$ cat config.mk
export PLATFORM = sky130hd
export DESIGN_NAME = touch_pen_event_filter
export DESIGN_NICKNAME = d
export VERILOG_FILES = /design/src/rtl/tpef_pkg.sv /design/src/rtl/tpef_step.sv /design/src/rtl/touch_pen_event_filter.sv
export SDC_FILE = /design/constraint.sdc
export NUM_CORES = 1
export LEC_CHECK = 0
export ABC_AREA = 1
export BUFFER_PORTS_ARGS = -buffer_cell sky130_fd_sc_hd__buf_4
export CORE_MARGIN = 1.5
export CORE_UTILIZATION = 55
export DETAILED_ROUTE_END_ITERATION = 8
export GPL_ROUTABILITY_DRIVEN = 0
export GPL_TIMING_DRIVEN = 0
export PLACE_DENSITY = 0.74
export SYNTH_ARGS = -nofsm -noshare
export SYNTH_HDL_FRONTEND = slang
export SYNTH_HIERARCHICAL = 1
export SYNTH_SLANG_ARGS = --single-unit
export TNS_END_PERCENT = 1
$ cat constraint.sdc
create_clock -name clk_i -period 15.65 [get_ports clk_i]
set_input_delay 0.7825 -clock clk_i [delete_from_list [all_inputs] [get_ports clk_i]]
set_output_delay 0.7825 -clock clk_i [all_outputs]
set_load 0.1 [all_outputs]
$ cat src/rtl/tpef_pkg.sv
// ----------------------------------------------------------------------------
// tpef_pkg
// Shared types and constants of the touch pen event filter.
// ----------------------------------------------------------------------------
package tpef_pkg;

  localparam int unsigned TimeW  = 32;
  localparam int unsigned PeriodW = 16;
  localparam int unsigned SampW  = 12;
  localparam int unsigned PosW   = 15;
  localparam int unsigned KindW  = 2;
  localparam int unsigned CfgW   = 16;

  localparam logic [TimeW-1:0]   TimeReset     = 32'h8000_0000;
  localparam logic [PosW-1:0]    PosReset      = 15'd32000;
  localparam logic [PeriodW-1:0] PeriodReset   = 16'd2;
  localparam logic [SampW-1:0]   DeadbandReset = 12'd20;

  // event kinds
  localparam logic [KindW-1:0] KindDown = 2'd0;
  localparam logic [KindW-1:0] KindDrag = 2'd1;
  localparam logic [KindW-1:0] KindUp   = 2'd2;

  // input modes
  localparam logic ModeEdge   = 1'b0;
  localparam logic ModeSample = 1'b1;

  // configuration register indexes
  localparam logic CfgRepeatPeriod = 1'b0;
  localparam logic CfgMoveDeadband = 1'b1;

  typedef struct packed {
    logic             mode;
    logic             pen_level;
    logic [TimeW-1:0] time_ms;
    logic [SampW-1:0] x_sample;
    logic [SampW-1:0] y_sample;
  } req_t;

  typedef struct packed {
    logic [KindW-1:0] event_kind;
    logic [PosW-1:0]  event_x;
    logic [PosW-1:0]  event_y;
  } res_t;

  typedef struct packed {
    logic [TimeW-1:0] last_edge_time;
    logic             pen_is_down;
    logic             awaiting_first_move;
    logic [PosW-1:0]  last_x;
    logic [PosW-1:0]  last_y;
  } state_t;

  typedef struct packed {
    logic [PeriodW-1:0] repeat_period_ms;
    logic [SampW-1:0]   move_deadband;
  } cfg_t;

endpackage

$ cat src/rtl/tpef_step.sv
// ----------------------------------------------------------------------------
// tpef_step
// Decision logic for one request: edge debounce, pen state and move filter.
// ----------------------------------------------------------------------------
module tpef_step #(
  parameter int unsigned COORD_BITS = 12
) (
  input  tpef_pkg::req_t   req_i,
  input  tpef_pkg::state_t st_i,
  input  tpef_pkg::cfg_t   cfg_i,
  output tpef_pkg::state_t st_o,
  output logic             res_valid_o,
  output tpef_pkg::res_t   res_o
);

  localparam int unsigned MaskBits =
    (COORD_BITS < tpef_pkg::SampW) ? COORD_BITS : tpef_pkg::SampW;

  logic [tpef_pkg::PosW-1:0]  x_m, y_m, dx, dy, band;
  logic [tpef_pkg::TimeW-1:0] elapsed;
  logic                       edge_ok, pen_down, moved;

  always_comb begin
    x_m  = tpef_pkg::PosW'(req_i.x_sample[MaskBits-1:0]);
    y_m  = tpef_pkg::PosW'(req_i.y_sample[MaskBits-1:0]);
    dx   = (x_m > st_i.last_x) ? (x_m - st_i.last_x) : (st_i.last_x - x_m);
    dy   = (y_m > st_i.last_y) ? (y_m - st_i.last_y) : (st_i.last_y - y_m);
    band = tpef_pkg::PosW'(cfg_i.move_deadband);
    moved = (dx > band) || (dy > band);

    // wrapping elapsed time since the last accepted edge
    elapsed = req_i.time_ms - st_i.last_edge_time;
    edge_ok = (elapsed >= tpef_pkg::TimeW'(cfg_i.repeat_period_ms));

    st_o        = st_i;
    res_valid_o = 1'b0;
    res_o       = '{event_kind: tpef_pkg::KindUp, event_x: st_i.last_x,
                    event_y: st_i.last_y};
    pen_down    = st_i.pen_is_down;

    if (req_i.mode == tpef_pkg::ModeEdge && edge_ok) begin
      st_o.last_edge_time = req_i.time_ms;
      if (req_i.pen_level) begin
        st_o.pen_is_down         = 1'b0;
        st_o.awaiting_first_move = 1'b1;
        res_valid_o              = 1'b1;
      end else begin
        st_o.pen_is_down = 1'b1;
        pen_down         = 1'b1;
      end
    end

    // sample handling: plain samples and touch edges that passed the debounce
    if ((req_i.mode == tpef_pkg::ModeSample ||
         (edge_ok && !req_i.pen_level)) && pen_down && moved) begin
      st_o.last_x              = x_m;
      st_o.last_y              = y_m;
      st_o.awaiting_first_move = 1'b0;
      res_valid_o              = 1'b1;
      res_o.event_kind = st_i.awaiting_first_move ? tpef_pkg::KindDown
                                                  : tpef_pkg::KindDrag;
      res_o.event_x    = x_m;
      res_o.event_y    = y_m;
    end
  end

endmodule

$ cat src/rtl/touch_pen_event_filter.sv
// ----------------------------------------------------------------------------
// touch_pen_event_filter
// Turns pen edges and position samples into down, drag and up events.
// ----------------------------------------------------------------------------
//  channel  | handshake              | payload
//  ---------+------------------------+-----------------------------
//  in       | in_valid_i/in_ready_o  | in_req_i  (tpef_pkg::req_t)
//  out      | out_valid_o/out_ready_i| out_res_o (tpef_pkg::res_t)
//  cfg      | cfg_we_i               | cfg_idx_i, cfg_wdata_i
//
// one request per cycle while the output is not stalled; a request is held in
// the input register and its event is loaded into the output register as it leaves.
// state is updated when a request leaves the input register.
// reset clears the pen state and loads the default period and deadband.
// a stalled output holds only requests that make an event; others drain.
// ----------------------------------------------------------------------------
module touch_pen_event_filter #(
  parameter int unsigned COORD_BITS = 12
) (
  input  logic                       clk_i,
  input  logic                       rst_ni,
  input  logic                       in_valid_i,
  output logic                       in_ready_o,
  input  tpef_pkg::req_t             in_req_i,
  output logic                       out_valid_o,
  input  logic                       out_ready_i,
  output tpef_pkg::res_t             out_res_o,
  input  logic                       cfg_we_i,
  input  logic                       cfg_idx_i,
  input  logic [tpef_pkg::CfgW-1:0]  cfg_wdata_i
);

  tpef_pkg::req_t   req_q;
  logic             req_vld_q;
  tpef_pkg::res_t   res_q, res_d;
  logic             res_vld_q;
  tpef_pkg::state_t st_q, st_d;
  tpef_pkg::cfg_t   cfg_q;
  logic             res_valid, advance, out_load;

  tpef_step #(.COORD_BITS(COORD_BITS)) u_step (
    .req_i      (req_q),
    .st_i       (st_q),
    .cfg_i      (cfg_q),
    .st_o       (st_d),
    .res_valid_o(res_valid),
    .res_o      (res_d)
  );

  // a request without an event never waits for the output side
  assign advance    = req_vld_q && (!res_valid || !res_vld_q || out_ready_i);
  assign out_load   = advance && res_valid;
  assign in_ready_o = !req_vld_q || advance;

  assign out_valid_o = res_vld_q;
  assign out_res_o   = res_q;

  always_ff @(posedge clk_i or negedge rst_ni) begin
    if (!rst_ni) begin
      req_vld_q <= 1'b0;
      res_vld_q <= 1'b0;
      st_q      <= '{last_edge_time: tpef_pkg::TimeReset, pen_is_down: 1'b0,
                     awaiting_first_move: 1'b1, last_x: tpef_pkg::PosReset,
                     last_y: tpef_pkg::PosReset};
      cfg_q     <= '{repeat_period_ms: tpef_pkg::PeriodReset,
                     move_deadband: tpef_pkg::DeadbandReset};
    end else begin
      if (in_ready_o) begin
        req_vld_q <= in_valid_i;
      end
      if (out_load) begin
        res_vld_q <= 1'b1;
      end else if (out_ready_i) begin
        res_vld_q <= 1'b0;
      end
      if (advance) begin
        st_q <= st_d;
      end
      if (cfg_we_i) begin
        case (cfg_idx_i)
          tpef_pkg::CfgRepeatPeriod: cfg_q.repeat_period_ms <= cfg_wdata_i;
          tpef_pkg::CfgMoveDeadband:
            cfg_q.move_deadband <= cfg_wdata_i[tpef_pkg::SampW-1:0];
          default: ;
        endcase
      end
    end
  end

  always_ff @(posedge clk_i) begin
    if (in_valid_i && in_ready_o) begin
      req_q <= in_req_i;
    end
    if (out_load) begin
      res_q <= res_d;
    end
  end

`ifndef SYNTHESIS
  a_kind_valid: assert property (@(posedge clk_i) disable iff (!rst_ni)
    res_vld_q |-> (res_q.event_kind == tpef_pkg::KindDown ||
                   res_q.event_kind == tpef_pkg::KindDrag ||
                   res_q.event_kind == tpef_pkg::KindUp))
    else $error("undefined event kind on output");

  a_up_releases: assert property (@(posedge clk_i) disable iff (!rst_ni)
    (out_load && res_d.event_kind == tpef_pkg::KindUp) |=>
      (!st_q.pen_is_down && st_q.awaiting_first_move))
    else $error("up event did not release the pen");

  a_move_arms: assert property (@(posedge clk_i) disable iff (!rst_ni)
    (out_load && res_d.event_kind != tpef_pkg::KindUp) |=>
      (st_q.pen_is_down && !st_q.awaiting_first_move &&
       res_q.event_x == st_q.last_x && res_q.event_y == st_q.last_y))
    else $error("move event and stored position disagree");

  a_no_overwrite: assert property (@(posedge clk_i) disable iff (!rst_ni)
    (res_vld_q && !out_ready_i) |-> !out_load)
    else $error("pending event overwritten");
`endif

endmodule
### Word-level counts from Yosys, hierarchy flattened

Index checks and enable logic that the tools add are counted.

| cells by class | value |
|---|---|
| add/subtract/negate cells | 5 |
| magnitude comparators | 5 |
| multiplexer cells | 15 |
| bitwise operators | 2 |
| reductions and logical operators | 24 |

Operators by type and width:

| operator | number |
|---|---|
| 32-bit by 16-bit greater-or-equal comparator with 1-bit output | 1 |
| 32-bit subtractor | 1 |
| 31-bit two-way mux | 1 |
| 12-bit by 15-bit greater-than comparator with 1-bit output | 2 |
| 15-bit by 12-bit greater-than comparator with 1-bit output | 2 |
| 15-bit two-way mux | 2 |
| 12-bit by 15-bit subtractor with 15-bit output | 2 |
| 15-bit by 12-bit subtractor with 15-bit output | 2 |
| 27-bit two-way mux | 1 |
| 1-bit two-way mux | 11 |
| 2-bit AND reduction | 4 |
| 1-bit logical AND | 7 |
| 2-bit nonzero test | 3 |
| 1-bit logical OR | 5 |
| 1-bit logical NOT | 4 |
| 3-bit AND reduction | 1 |
| 1-bit NOT | 2 |

| storage, ports and cells | value |
|---|---|
| register bits after elaboration | 184 |
| input bits | 80 |
| output and inout bits | 34 |
| logic and storage cells | 70 |

### Longest topological paths before layout

| logic depth | value |
|---|---|
| depth after elaboration | 13 |
| depth in mapped cells | 34 |
| mapped depth without buffers | 30 |

### Hierarchy

The synthesis kept the hierarchy.

Modules (own cells, without submodules):

| module | times used | cells each | area each (um^2) | seq. area each (um^2) |
|---|---|---|---|---|
| tpef_step | 1 | 1,370 | 7,338.3 | 0.0 |
| touch_pen_event_filter | 1 | 486 | 6,466.2 | 5,076.1 |

### Worst setup path after synthesis

Ideal clock, no wire load.

| timing path | value |
|---|---|
| kind | reg2reg |
| start point | register req_q[14] in the netlist's numbering |
| end point | register req_q[0] in the netlist's numbering, enable pin |
| library setup time | 0.412 ns |
| data arrival time | 5.772 ns |
| required time | 15.238 ns |
| setup slack | 9.466 ns |
| stages on the path, launching flop included | 31 |
| buffers on the path | 3 |
| period minus slack after synthesis | 6.184 ns |
| cell sequence | edfxtp_1 inv_1 ha_1 a21oi_1 o21ai_2 a21oi_2 o21ai_2 nand3_1 nand2_1 nand2_1 buf_6 clkbuf_1 nand2_1 o21ai_0 xor2_1 inv_1 ha_1 a21oi_1 o21ai_0 a21oi_1 o221ai_1 a21oi_1 nor2_1 nor2_2 nand3_2 nand2_4 buf_6 nand2_1 nand4_1 nand2_1 inv_1 |

| on the way | value |
|---|---|
| cells in the longest elaborated chain, start to end | 12 |
| elaborated cells between the ends (all ways) | 14 |
| those cells by class | 2 x add/sub; 2 x order compare; 2 x mux; 8 x reduce/logical |

Ends and longest elaborated chain:

| element | RTL line | RTL |
|---|---|---|
| start: declaration | touch_pen_event_filter.sv:33 | `tpef_pkg::req_t req_q;` |
| start signal: assignment | touch_pen_event_filter.sv:92 | `req_q <= in_req_i;` |
| 15-bit by 12-bit subtractor with 15-bit output (tied with other cells) | tpef_step.sv:26 | `dx = (x_m > st_i.last_x) ? (x_m - st_i.last_x) : (st_i.last_x - x_m);` |
| 15-bit two-way mux * | tpef_step.sv:26 |  |
| 15-bit by 12-bit greater-than comparator with 1-bit output * | tpef_step.sv:29 | `moved = (dx > band) \|\| (dy > band);` |
| 1-bit logical OR * | tpef_step.sv:29 |  |
| 1-bit logical AND * | tpef_step.sv:55 | `(edge_ok && !req_i.pen_level)) && pen_down && moved) begin` |
| 1-bit two-way mux * | tpef_step.sv:54 | `if ((req_i.mode == tpef_pkg::ModeSample \|\|` |
| net res_valid | touch_pen_event_filter.sv:39 | `logic res_valid, advance, out_load;` |
| 1-bit logical NOT * | touch_pen_event_filter.sv:51 | `assign advance = req_vld_q && (!res_valid \|\| !res_vld_q \|\| out_ready_i);` |
| 1-bit logical OR * (2 in series) | touch_pen_event_filter.sv:51 |  |
| 1-bit logical AND * | touch_pen_event_filter.sv:51 |  |
| 1-bit logical OR * | touch_pen_event_filter.sv:53 | `assign in_ready_o = !req_vld_q \|\| advance;` |
| net in_ready_o | touch_pen_event_filter.sv:23 | `output logic in_ready_o,` |
| 1-bit logical AND * | touch_pen_event_filter.sv:91 | `if (in_valid_i && in_ready_o) begin` |

The timed path passes the listed nets; every way through them passes the cells marked *.
A chain may end at the register's enable or synchronous reset.

### Worst setup path in the final report

| timing path | value |
|---|---|
| start point | register st_q[23] in the netlist's numbering |
| end point | output in_ready_o |

| on the way | value |
|---|---|
| cells in the longest elaborated chain, start to end | 11 |
| elaborated cells between the ends (all ways) | 13 |
| those cells by class | 2 x add/sub; 2 x order compare; 2 x mux; 7 x reduce/logical |

Ends and longest elaborated chain:

| element | RTL line | RTL |
|---|---|---|
| start: declaration | touch_pen_event_filter.sv:37 | `tpef_pkg::state_t st_q, st_d;` |
| start signal: assignment | touch_pen_event_filter.sv:62 | `st_q <= '{last_edge_time: tpef_pkg::TimeReset, pen_is_down: 1'b0,` |
| start signal: assignment | touch_pen_event_filter.sv:77 | `st_q <= st_d;` |
| 15-bit by 12-bit subtractor with 15-bit output (tied with other cells) | tpef_step.sv:26 |  |
| 15-bit two-way mux * | tpef_step.sv:26 |  |
| 15-bit by 12-bit greater-than comparator with 1-bit output * | tpef_step.sv:29 |  |
| 1-bit logical OR * | tpef_step.sv:29 |  |
| 1-bit logical AND * | tpef_step.sv:55 |  |
| 1-bit two-way mux * | tpef_step.sv:54 |  |
| net res_valid | touch_pen_event_filter.sv:39 |  |
| 1-bit logical NOT * | touch_pen_event_filter.sv:51 |  |
| 1-bit logical OR * (2 in series) | touch_pen_event_filter.sv:51 |  |
| 1-bit logical AND * | touch_pen_event_filter.sv:51 |  |
| 1-bit logical OR * | touch_pen_event_filter.sv:53 |  |
| end: declaration | touch_pen_event_filter.sv:23 |  |

Marked as above.

==> run summary <==
Asr flop ratio synth - 51.09%
Die area - 26,060 um^2
Synth Net Count - 2,060
Setup Buffers After CTS - 0
GRT Overall Usage - 28.16%
Estimated wirelength of the detail-placed design - 27,460 um
Syn Area/Cell - 7.438 um^2
Area leader, netlist - edfxtp_1
First-pass GRT wire length - 58,800 um
WP depth - 26
Period minus WS final - 6.158 ns
Crit path top cell by count - a21oi_1
Vert. Die Dim - 161.4 um
P per Cell Area - 154.2 nW/um^2
Max H-tree Level - 4
Worst R2R Path Depth - 30
Final Max Slew Viols - 0
Cells after synthesis - 1,856
Buf/Inv on CP - 5
Worst r2r src - req_q[2]
Number of port buffers - 113
Pin count of the biggest net entering global routing - 95
Most frequent cells after synthesis - nand2_1 (604), inv_1 (319), nand3_1 (148)
Fin area - 15,680 um^2
Fin util - 64.10%
Lkg Pwr - 8.387 nW
Worst-margin pin slew - 1.244 ns
CP Launch Type - flop
Slowest stage delay, CP - 0.56 ns
Hold Crit Class - input pin to async pin
Total power - 2.417 mW
Most common cell in the netlist - nand2_1
Wire per inst - 15.21 um
CTS buffer count - 17
Seq/Total Area, Yosys - 36.77%
Post-synth cell types - 50
Via density - 5.356
Number of max-cap violations - 0
CP max FO - 10
Clk buf depth - 2
Diodes inserted - 0
Ports - 114
Initial antenna violation count - 0
Cts hold-fix bufs - 0
Final ANT Viol Nets - 0
Chip width - 161.4 um
Synth top area cells - edfxtp_1 (20%), nand2_1 (16%), dfrtp_1 (14%)
Critical path data required time - 14.87 ns
CP Class - flop to output port
Layout Nets - 2,194
Peak Freq - 0.1624 GHz
First drt pass iteration count - 5
DP Worst Slack - 10.01 ns
Post-Route WL - 35,400 um
Initial DRC count - 928
Mapped Area - 13,800 um^2
Area grow syn2layout - 13.60%
Max IR drop VDD - 76.17 uV
Vias - 12,460
Top_reg_cell synth - edfxtp_1
Residual DRC - 0
RSZ-0062 raised after global routing - false
Post-Place Cell Area - 15,080 um^2
Total number of yosys warnings - 6
EDFF count, synth - 90
Clk_skew - 0.01501 ns
Worst EP arrival - 5.38 ns
Fraction of layout cells with a size suffix above 1 - 14.08%
Core outline area - 24,460 um^2
R2R Path End - out_res_o[2]
Post_cts resized - 0
Final Hold Slack - 0.2968 ns
Capture point of the worst path - in_ready_o
Final Hold Viols - 0
Initial core utilization - 56.43%
Yosys reg bits - 184
Endpoints failing setup - 0
Slew headroom - 16.95%
TritonCTS Sinks - 184
Later-pin clock latency in the skew report - 0.44 ns
Status - finished, final reports clean
CTS tree - yes
Critical Path End Type - output port
Post-Place Cells - 2,294
CP top delay family - compound AO/OA/AOI/OAI gates
Post-synth top area share - 19.58%
Clock transition at the registers of the reported paths - 0.07 ns
Root buffer cell - clkbuf_16
Worst Slack Setup Final - 9.492 ns
R2R Setup Slk - 9.86 ns
Crit path max-delay cell type - dfstp_2
Rows - 57
Finished Layout Cells - 2,327
Period Utilization, post-route - 39.35%
Total Neg Setup Slack - 0 ns
Number of global-route vias before repair - 12,250
Grt ovf - 0
CP Launch Point - st_q[23]
==> cell usage in the layout, fill, tap and decap left out, types with 6 or more instances in the layout <==
cell type and instances:
nor3_1 13, ha_1 119, buf_2 24, inv_1 318, dfrtp_1 77, dfstp_2 17, o21ai_2 14, xor2_1 40
edfxtp_1 90, nand4_1 16, nand2_2 9, buf_4 146, a21oi_1 72, o21bai_1 9, o21ai_0 58, nor2_1 77
clkbuf_16 17, nand3_1 148, nand2_1 604, o21ai_1 27, buf_6 13, mux2_2 6
==> report_power, final <==
part,leakage [nW],switching (mW),internal [mW]
Sequential,2.02,0.0611,0.600
Combinational,6.08,0.846,0.475
Clock,0.289,0.198,0.237
==> final cells by class <==
class | count | area, um^2
fillers | 2138 | 8781
multi-input cells | 1277 | 6993
flip-flops and latches | 184 | 5076
inverters | 321 | 1205
repair buffers | 115 | 895.9
plain buffers | 74 | 530.5
clock buffers | 18 | 429.2
well taps | 324 | 405.4
clock inverters | 14 | 146.4
==> worst register-to-register path: cells and delay by family, from the launching register on <==
| family | cells | cell delay [ns] |
|---|---|---|
| XOR/XNOR | 1 | 0.17 |
| AO/OA/AOI/OAI | 8 | 1.22 |
| flip-flops | 1 | 0.43 |
| buffers and inverters | 6 | 1.58 |
| adder cells (fa/ha/maj) | 2 | 0.68 |
| AND/OR/NAND/NOR | 13 | 1.30 |
==> metal layers <==
layer  share of wire (%)  vias to the layer above  global-route usage (%)  wire length [um]
met5                   0                        -                       0                 0
met4                 3.9                        0                   12.46              1377
met3                 4.7                       94                   3.621              1671
met2                  50                      397                   50.16             17640
met1                  42                     5816                   33.97             14710
li1                    -                     6157                       -                 -
==> cells by family (layout without fill, tap and decap cells) <==
family | count (synthesis) | after routing | share of synthesized area (%)
adder cells (fa/ha/maj) | 124 | 124 | 11.51
buffers and inverters | 395 | 542 | 12.57
XOR/XNOR | 45 | 45 | 2.855
flip-flops | 184 | 184 | 36.77
multiplexers | 8 | 8 | 0.6344
AND/OR/NAND/NOR | 890 | 890 | 26.87
AO/OA/AOI/OAI | 210 | 210 | 8.783
==> flip-flops by register name, indices dropped and copies added, names as in the netlist <==
name         cells
req_q           58
req_vld_q        1
out_res_o       32
out_valid_o      1
st_q            64
cfg_q           28
==> worst min path at each step <==
| stage | end | slack [ns] | depth (start not counted) | start |
|---|---|---|---|---|
| after floorplan | cfg_q[24] | 0.44 | 2 | cfg_q[24] |
| after global placement | st_q[46] | 0.45 | 2 | st_q[46] |
| after detailed placement | st_q[46] | 0.46 | 2 | st_q[46] |
| after CTS | st_q[46] | 0.48 | 2 | st_q[46] |
| after global routing | cfg_q[1] | 0.33 | 1 | rst_ni |
| final | cfg_q[1] | 0.30 | 1 | rst_ni |
(Power assumes the default switching activity.)
